## src/hw/rtl/bfra_pkg.sv

```systemverilog
// ----------------------------------------------------------------------------
// bfra_pkg
// Shared types and constants of the best-fit region allocator.
// ----------------------------------------------------------------------------
package bfra_pkg;

    localparam int MAX_REGIONS_DEF = 64;
    localparam int COUNT_OUT_W     = 7;

    localparam logic [31:0] KIND_FREE = 32'd1;
    localparam logic [31:0] KIND_USED = 32'd2;

    typedef enum logic [1:0] {
        OP_LOAD  = 2'd0,
        OP_ALLOC = 2'd1,
        OP_FREE  = 2'd2,
        OP_NONE  = 2'd3
    } t_op;

    typedef enum logic [1:0] {
        ST_OK        = 2'd0,
        ST_NO_FIT    = 2'd1,
        ST_FULL      = 2'd2,
        ST_NOT_FOUND = 2'd3
    } t_status;

    typedef struct packed {
        logic [1:0]  operation;
        logic [63:0] region_base;
        logic [63:0] region_length;
        logic [31:0] region_kind;
        logic [31:0] region_acpi;
        logic [63:0] request_size;
        logic [31:0] release_address;
    } t_in_word;

    typedef struct packed {
        logic [31:0]            granted_address;
        logic [1:0]             status;
        logic [COUNT_OUT_W-1:0] region_count;
    } t_out_word;

    typedef struct packed {
        logic [63:0] base;
        logic [63:0] length;
        logic [31:0] kind;
        logic [31:0] acpi;
    } t_entry;

    typedef enum logic [2:0] {
        CMD_IDLE    = 3'd0,
        CMD_LOAD    = 3'd1,
        CMD_MARK    = 3'd2,
        CMD_SPLIT   = 3'd3,
        CMD_MERGE_L = 3'd4,
        CMD_MERGE_R = 3'd5
    } t_cmd_op;

    typedef struct packed {
        t_cmd_op     op;
        logic        split;
        logic        is_free;
        logic [63:0] size;
        logic [31:0] addr;
        t_entry      load;
    } t_cell_cmd;

    typedef struct packed {
        logic        found;
        logic [63:0] base;
        logic [63:0] length;
    } t_scan;

endpackage

```

## src/hw/rtl/bfra_cell.sv

```systemverilog
// ----------------------------------------------------------------------------
// bfra_cell
// One table slot: holds a region, shifts with its neighbors, and takes part
// in the registered best-fit / first-match search chain.
// ----------------------------------------------------------------------------
module bfra_cell #(
    parameter int MAX_REGIONS = 64,
    parameter int IDX         = 0
) (
    input  logic                               i_clk,
    input  bfra_pkg::t_cell_cmd                i_cmd,
    input  logic [$clog2(MAX_REGIONS)-1:0]     i_pos,
    input  logic [$clog2(MAX_REGIONS+1)-1:0]   i_count,
    input  bfra_pkg::t_entry                   i_left,
    input  bfra_pkg::t_entry                   i_right,
    output bfra_pkg::t_entry                   o_entry,
    input  bfra_pkg::t_scan                    i_scan,
    input  logic [$clog2(MAX_REGIONS)-1:0]     i_scan_idx,
    output bfra_pkg::t_scan                    o_scan,
    output logic [$clog2(MAX_REGIONS)-1:0]     o_scan_idx,
    output logic                               o_hit_l,
    output logic                               o_hit_r
);
    import bfra_pkg::*;

    localparam int IW = $clog2(MAX_REGIONS);
    localparam int CW = $clog2(MAX_REGIONS + 1);
    localparam logic [CW-1:0] MY_IDX = CW'(IDX);

    t_entry          r_e, n_e;
    t_scan           r_scan, n_scan;
    logic [IW-1:0]   r_sidx, n_sidx;
    logic [CW-1:0]   w_pos;
    logic            w_valid, w_rvalid, w_match, w_take;

    assign w_pos    = CW'(i_pos);
    assign w_valid  = MY_IDX < i_count;
    assign w_rvalid = (MY_IDX + CW'(1)) < i_count;

    always_comb begin
        n_e = r_e;
        unique case (i_cmd.op)
            CMD_LOAD: begin
                if (MY_IDX == i_count) n_e = i_cmd.load;
            end
            CMD_MARK: begin
                if (MY_IDX == w_pos) n_e.kind = KIND_FREE;
            end
            CMD_SPLIT: begin
                if (MY_IDX == w_pos) begin
                    n_e.length = i_cmd.size;
                    n_e.kind   = KIND_USED;
                end else if (i_cmd.split && MY_IDX == w_pos + CW'(1)) begin
                    n_e.base   = i_left.base + i_cmd.size;
                    n_e.length = i_left.length - i_cmd.size;
                    n_e.kind   = KIND_FREE;
                    n_e.acpi   = i_left.acpi;
                end else if (i_cmd.split && MY_IDX > w_pos + CW'(1)) begin
                    n_e = i_left;
                end
            end
            CMD_MERGE_L: begin
                if (MY_IDX + CW'(1) == w_pos) n_e.length = r_e.length + i_right.length;
                else if (MY_IDX >= w_pos) n_e = i_right;
            end
            CMD_MERGE_R: begin
                if (MY_IDX == w_pos) n_e.length = r_e.length + i_right.length;
                else if (MY_IDX > w_pos) n_e = i_right;
            end
            default: n_e = r_e;
        endcase
    end

    // search step
    always_comb begin
        if (i_cmd.is_free) begin
            w_match = w_valid && (r_e.base == {32'd0, i_cmd.addr});
            w_take  = w_match && !i_scan.found;
        end else begin
            w_match = w_valid && (r_e.base != 64'd0) && (r_e.kind == KIND_FREE)
                      && (r_e.length >= i_cmd.size);
            w_take  = w_match && (!i_scan.found || (i_scan.length > r_e.length));
        end
        n_scan = i_scan;
        n_sidx = i_scan_idx;
        if (w_take) begin
            n_scan.found  = 1'b1;
            n_scan.base   = r_e.base;
            n_scan.length = r_e.length;
            n_sidx        = IW'(IDX);
        end
    end

    always_ff @(posedge i_clk) begin
        r_e    <= n_e;
        r_scan <= n_scan;
        r_sidx <= n_sidx;
    end

    assign o_hit_l = (MY_IDX == w_pos) && (i_left.kind == KIND_FREE)
                     && (i_left.base + i_left.length == r_e.base) && (MY_IDX != '0);
    assign o_hit_r = (MY_IDX == w_pos) && w_rvalid && (i_right.kind == KIND_FREE)
                     && (r_e.base + r_e.length == i_right.base);

    assign o_entry    = r_e;
    assign o_scan     = r_scan;
    assign o_scan_idx = r_sidx;

endmodule

```

## config.mk

```make
export PLATFORM = sky130hd
export DESIGN_NAME = bfra_cell
export DESIGN_NICKNAME = d
export VERILOG_FILES = /design/src/hw/rtl/bfra_pkg.sv /design/src/hw/rtl/bfra_cell.sv
export SDC_FILE = /design/constraint.sdc
export NUM_CORES = 1
export LEC_CHECK = 0
export ABC_AREA = 1
export BUFFER_PORTS_ARGS = -buffer_cell sky130_fd_sc_hd__clkbuf_2
export CORE_AREA = 10 10 442 444
export CTS_CLUSTER_SIZE = 40
export DETAILED_ROUTE_END_ITERATION = 12
export DIE_AREA = 0 0 452 454
export GPL_TIMING_DRIVEN = 1
export SLEW_MARGIN = 0
export SYNTH_ARGS = -nofsm -noshare
export SYNTH_HDL_FRONTEND = slang
export SYNTH_SLANG_ARGS = --single-unit
```

## constraint.sdc

```tcl
create_clock -name i_clk -period 15.12 [get_ports i_clk]
set_clock_uncertainty 0.15 [all_clocks]
set_input_delay 2.268 -clock i_clk [delete_from_list [all_inputs] [get_ports i_clk]]
set_output_delay 2.268 -clock i_clk [all_outputs]
set_load 0.1 [all_outputs]
```

Word level (Yosys, flattened, before mapping)
Index checks and enable logic that the tools add are counted.

Register bits: 327. Bits of input ports: 826. Output and inout port bits: 329.

Add/subtract/negate cells: 5. $lt $le $gt $ge: 7. Eq/ne operators: 21. Mux-type cells: 20. Reduce and logical (&&, ||, !) cells: 22.

Operators with widths (count): two-way mux 192 bit (5); one-hot mux 128 bit (4 select lines) (1); two-way mux 64 bit (7); adder 64 bit (3); one-hot mux 32 bit (5 select lines) (1); two-way mux 128 bit (1); one-hot mux 32 bit (4 select lines) (1); two-way mux 96 bit (1); equality test 32 x 1 -> 1 bit (second input constant) (2); equality test 64 x 32 -> 1 bit (1); equality test 64 bit (1); >= comparator 64 bit (1); > comparator 64 bit (1); two-way mux 32 bit (2); nonzero test 64 bit (1); subtractor 64 bit (1); zero test 7 bit (3); AND reduction 8 bit (2); < comparator 1 x 7 -> 1 bit (first input constant) (2); inequality test 2 bit (second input constant) (7); logical AND 1 bit (11); inequality test 3 bit (second input constant) (3); adder 6 x 1 -> 7 bit (second input constant) (1); > comparator 1 x 7 -> 1 bit (first input constant) (1); other kinds (13) (15).

Logic depth before layout (Yosys ltp)
Word-level depth: 7. Depth in mapped cells: 20. Gate-level depth less buffers: 20.

Worst setup path after synthesis
Ideal clock, no wire load.

Kind: in2reg. Start point: input i_pos[0]. End point: register r_e, in the netlist o_entry[0] (enable). Setup time: 0.786 ns. Data arrival time: 12.186 ns. Required time: 14.184 ns. Path slack: 1.998 ns. Stages on the path: 9. Buffers on the path: 0. Path through: ha_1 nand2_1 o21ai_0 nand2_1 nor2_1 nand3_1 a21oi_1 nor2_1 nor4_1.

Word-level cells in the longest chain between the ends: 5.

RTL lines: from (decl) (line bfra_cell.sv:12) `input logic [$clog2(MAX_REGIONS)-1:0] i_pos,`; adder 6 x 1 -> 7 bit (line bfra_cell.sv:53, bfra_cell.sv:58); > comparator 1 x 7 -> 1 bit / zero test 7 bit (equally long branches) (line bfra_cell.sv:58, bfra_cell.sv:53); logical AND 1 bit, on equally long branches (line bfra_cell.sv:58, bfra_cell.sv:53); inequality test 3 bit (no line); AND reduction 8 bit (no line) (*); to (signal assigned) (line bfra_cell.sv:95) `r_e <= n_e;`; to (decl) (line bfra_cell.sv:30) `t_entry r_e, n_e;`.

Every way passes the cells marked *; elsewhere a longest branch is shown, timed or not. A chain may end at the register's enable or synchronous reset.

Final worst setup path
Start point: input i_pos[0]. End point: output o_hit_r.

Word-level cells in the longest chain between the ends: 4.

RTL lines: zero test 7 bit (line bfra_cell.sv:102) `assign o_hit_r = (MY_IDX == w_pos) && w_rvalid && (i_right.kind == KIND_FREE)`; logical AND 1 bit (2 in a row) (line bfra_cell.sv:102); logical AND 1 bit (line bfra_cell.sv:103) `&& (r_e.base + r_e.length == i_right.base);`; to (decl) (line bfra_cell.sv:22) `output logic o_hit_r`.

No other way between the ends.

==> report_table.html <==
<table>
<tr><th>Metric</th><th>Value</th></tr>
<tr><th colspan="2">Clocking</th></tr>
<tr><td>TritonCTS buffer count</td><td>50</td></tr>
<tr><td>Number of hold buffers added after CTS</td><td>0</td></tr>
<tr><td>Worst-path clk slew</td><td>0.07 ns</td></tr>
<tr><td>Root buffer cell</td><td>sky130_fd_sc_hd__clkbuf_16</td></tr>
<tr><td>Sinks on the clock net</td><td>327</td></tr>
<tr><td>Clock insertion delay at the later pin of the skew report</td><td>0.73 ns</td></tr>
<tr><td>Number of buffers on the longest clock path</td><td>3</td></tr>
<tr><td>Number of setup buffers added after CTS</td><td>0</td></tr>
<tr><td>TritonCTS clock tree</td><td>done</td></tr>
<tr><td>Number of gates given a new drive strength after cts</td><td>0</td></tr>
<tr><td>Max H-tree Level</td><td>2</td></tr>
<tr><th colspan="2">Power and ir drop</th></tr>
<tr><td>Leakage power</td><td>23.9 nW</td></tr>
<tr><td>Proportion of power drawn by combinational gates</td><td>52.6%</td></tr>
<tr><td>Net Sw Frac</td><td>54.2%</td></tr>
<tr><td>Internal power component</td><td>2.42 mW</td></tr>
<tr><td>Clk pwr share</td><td>24.1%</td></tr>
<tr><td>Part of the power in registers</td><td>23.4%</td></tr>
<tr><td>Power spent charging and discharging nets</td><td>2.86 mW</td></tr>
<tr><td>Worst VDD drop</td><td>98.4 uV</td></tr>
<tr><td>PD cells</td><td>106 mW/mm2</td></tr>
<tr><td>Pwr Total</td><td>5.28 mW</td></tr>
<tr><th colspan="2">GRT</th></tr>
<tr><td>Pin count of the biggest net entering global routing</td><td>78</td></tr>
<tr><td>Number of global-route vias before repair</td><td>50400</td></tr>
<tr><td>GRT overflow</td><td>0</td></tr>
<tr><td>First-pass GRT wire length</td><td>434000 um</td></tr>
<tr><td>All-layer global routing usage</td><td>30.4%</td></tr>
<tr><td>Number of antenna violations at the first check in global routing</td><td>130</td></tr>
<tr><th colspan="2">Routing</th></tr>
<tr><td>Detail-routed via count per cell</td><td>5.16</td></tr>
<tr><td>Overall routed net length</td><td>331000 um</td></tr>
<tr><td>Number of violations reported at the end of detailed-routing iteration 0</td><td>5193</td></tr>
<tr><td>Number of routed nets with antenna violations</td><td>0</td></tr>
<tr><td>Routed WL per cell</td><td>33.1 um</td></tr>
<tr><td>Number of detailed-routing iterations run before antenna repair</td><td>6</td></tr>
<tr><td>Total number of vias</td><td>51700</td></tr>
<tr><td>Drc violations</td><td>0</td></tr>
<tr><th colspan="2">Placement</th></tr>
<tr><td>IO Port Bufs</td><td>1153</td></tr>
<tr><td>Final HPWL DP</td><td>289000 um</td></tr>
<tr><td>Placed Cells incl. Taps</td><td>9861</td></tr>
<tr><td>Weighted congestion at the end of routability-driven global placement</td><td>1.03</td></tr>
<tr><td>Area after detailed placement</td><td>0.0480 mm2</td></tr>
<tr><th colspan="2">Final layout</th></tr>
<tr><td>Synthesis-to-layout area growth</td><td>27.7%</td></tr>
<tr><td>Final std cell area, no fill</td><td>0.0498 mm2</td></tr>
<tr><td>Most frequent cells in the layout</td><td>sky130_fd_sc_hd__nand2_1 (1555), sky130_fd_sc_hd__clkbuf_2 (1153), sky130_fd_sc_hd__nor2_1 (841), sky130_fd_sc_hd__inv_1 (833), sky130_fd_sc_hd__a21oi_1 (506)</td></tr>
<tr><td>Fraction of final layout cells with drive strength greater than 1</td><td>18.4%</td></tr>
<tr><td>Post-layout nets</td><td>8632</td></tr>
<tr><td>Final cell count without fillers</td><td>10000</td></tr>
<tr><td>Most common cell after layout, fill and taps aside</td><td>sky130_fd_sc_hd__nand2_1</td></tr>
<tr><th colspan="2">STA</th></tr>
<tr><td>Setup-failing EPs final</td><td>0</td></tr>
<tr><td>Unrepaired setup endpoints after global routing</td><td>no</td></tr>
<tr><td>Final TNS setup</td><td>0 ns</td></tr>
<tr><td>Final hold violations</td><td>0</td></tr>
<tr><td>Post-route clock period utilization</td><td>53.6%</td></tr>
<tr><td>Worst rel slew slack</td><td>19.5%</td></tr>
<tr><td>Timing-limited maximum frequency</td><td>0.123 GHz</td></tr>
<tr><td>Max Slew Vio Count</td><td>0</td></tr>
<tr><td>Transition time of the tightest slew-check pin</td><td>1.19 ns</td></tr>
<tr><td>Final min period</td><td>8.10 ns</td></tr>
<tr><td>Min Hold Slack</td><td>0.489 ns</td></tr>
<tr><th colspan="2">Logic synthesis</th></tr>
<tr><td>Number of storage elements in the synthesis netlist</td><td>327</td></tr>
<tr><td>Sequential cell area fraction in the yosys report</td><td>21.7%</td></tr>
<tr><td>Net count after synthesis</td><td>7495</td></tr>
<tr><td>Post-synthesis instance area</td><td>0.0390 mm2</td></tr>
<tr><td>Count of synthesis-stage warnings from yosys</td><td>0</td></tr>
<tr><td>Cell count after synthesis</td><td>6281</td></tr>
<tr><td>Average instance area after synthesis</td><td>6.22 um2</td></tr>
<tr><td>Yosys cell types</td><td>53</td></tr>
<tr><th colspan="2">Worst setup path</th></tr>
<tr><td>Crit path arrival time</td><td>5.69 ns</td></tr>
<tr><td>Startpoint type of the worst setup path</td><td>input port</td></tr>
<tr><td>Critical Path Fanout Max</td><td>6</td></tr>
<tr><td>Worst EP required</td><td>12.70 ns</td></tr>
<tr><td>Worst setup EP type</td><td>output pin</td></tr>
<tr><td>Register-to-register setup slack</td><td>9.66 ns</td></tr>
<tr><td>Kind of critical path</td><td>in -&gt; out</td></tr>
<tr><th colspan="2">Die</th></tr>
<tr><td>Number of placed I/O pins</td><td>1155</td></tr>
<tr><td>Starting density of the core</td><td>20.9%</td></tr>
<tr><td>Horizontal die dimension</td><td>452 um</td></tr>
<tr><td>Total Die Area</td><td>0.205 mm2</td></tr>
<tr><td>Core Box Area</td><td>0.187 mm2</td></tr>
<tr><td>Die span in y</td><td>454 um</td></tr>
<tr><td>Num rows</td><td>159</td></tr>
<tr><th colspan="2">Flow run</th></tr>
<tr><td>Maximum capacitance violations</td><td>0</td></tr>
<tr><th colspan="2">Min path</th></tr>
<tr><td>Worst hold path type</td><td>reg -&gt; reg</td></tr>
<tr><th colspan="2">Status</th></tr>
<tr><td>Status</td><td>completed</td></tr>
</table>
## cells in the mapped netlist, drive strengths merged
master   instances  area, um2
a31oi           74        463
nor4b            2       17.5
nand3b          30        225
or2             18        113
and2             2       12.5
a211oi          11       82.6
o221a            1       11.3
a21boi          15        113
a31o             3       26.3
a21o            59        443
nor4            42        263
a221o            6       60.1
nor3            73        370
a221oi          62        543
clkbuf          93        350
o21bai          46        345
a32o             1       10.0
xnor2           56        490
dfxtp          135       2700
nand2         1558       5850
and3             5       31.3
nand3          473       2370
edfxtp         192       5770
a22oi            1       7.51
nor2           847       3180
o211ai          99        743
ha             384       4800
o21a            29        218
fa               4       80.1
o2111ai         10       87.6
o211a            1       10.0
o22ai            7       43.8
o221ai          12        105
buf             59        308
nand4           65        407
or4              5       37.5
a22o            14        123
o21ai          349       1750
o311ai           4       35.0
nor3b            1       7.51
xor2            83        727
a21oi          508       2540
inv            839       3150
conb             1       3.75
a2111oi          2       17.5
## kinds of logic (layout without fill, tap and decap cells)
family,after synthesis,count (layout),share of synthesized area (%)
AO/OA/AOI/OAI,1314,1314,19.9
adder cells (fa/ha/maj),388,388,12.5
other,1,53,0.00961
buffers and inverters,991,2170,9.75
XOR/XNOR,139,139,3.12
flip-flops,327,327,21.7
AND/OR/NAND/NOR,3121,3121,33.0
## power groups by stage
stage / registers [mW] / logic [mW] / clock network (mW)
detailed placement: 1.25 / 2.73 / 0
global placement: 1.25 / 2.73 / 0
CTS: 1.23 / 2.75 / 1.30
floorplan: 1.73 / 1.14 / 0
finish: 1.23 / 2.78 / 1.27
global route: 1.23 / 2.95 / 1.32
## worst max-delay path, cell delays in order
cell	delay (ns)
sky130_fd_sc_hd__clkbuf_2	0.14
sky130_fd_sc_hd__inv_1	0.07
sky130_fd_sc_hd__ha_1	0.14
sky130_fd_sc_hd__nand4_1	0.38
sky130_fd_sc_hd__nor2_1	0.32
sky130_fd_sc_hd__nand3_1	0.22
sky130_fd_sc_hd__nor3_1	0.28
sky130_fd_sc_hd__nand4_1	0.16
sky130_fd_sc_hd__nor2_1	0.16
sky130_fd_sc_hd__nand3_1	0.11
sky130_fd_sc_hd__nor2_1	0.16
sky130_fd_sc_hd__nand3_1	0.11
sky130_fd_sc_hd__nor2_1	0.11
sky130_fd_sc_hd__nand4_1	0.11
sky130_fd_sc_hd__nor2_1	0.39
sky130_fd_sc_hd__clkbuf_2	0.55
## per-layer routing
metal / share of wire (%) / global-route usage [%] / up-vias
met5: 0.081 / 0 / -
met4: 6.8 / 18.2 / 44
met3: 6.6 / 5.55 / 692
met2: 48 / 52.7 / 2586
met1: 38 / 34.7 / 24800
li1: - / - / 23500
## path summary, 6_finish.rpt
path | cells past startpoint | start | end
max | 16 | i_pos[0] | o_hit_r
min | 2 | o_entry[168]$_DFFE_PP_ | o_scan[104]$_DFF_P_
max reg2reg | 18 | o_entry[94]$_DFFE_PP_ | o_scan[43]$_DFF_P_
min reg2reg | 2 | o_entry[168]$_DFFE_PP_ | o_scan[104]$_DFF_P_
## area by class of cell
| class | instances | area (um2) |
|---|---|---|
| diodes | 52 | 130 |
| clock buffers | 62 | 1440 |
| clock inverters | 32 | 267 |
| fillers | 21500 | 137000 |
| inverters | 839 | 3150 |
| multi-input cells | 4963 | 26900 |
| flip-flops and latches | 327 | 8470 |
| well taps | 2495 | 3120 |
| repair buffers | 1237 | 6400 |
## flip-flops by register name (all words and copies together) (netlist names)
name	cells
o_entry	192
o_scan	129
o_scan_idx	6
## through the flow
step	worst slack, ns	util [%]
5_1_grt	6.85	26.7
6_report	7.02	26.7
2_1_floorplan	2.00	-
3_3_place_gp	7.04	25.7
3_5_place_dp	6.96	25.7
4_1_cts	6.95	26.6
No activity file was read; power rests on OpenSTA's default activity.
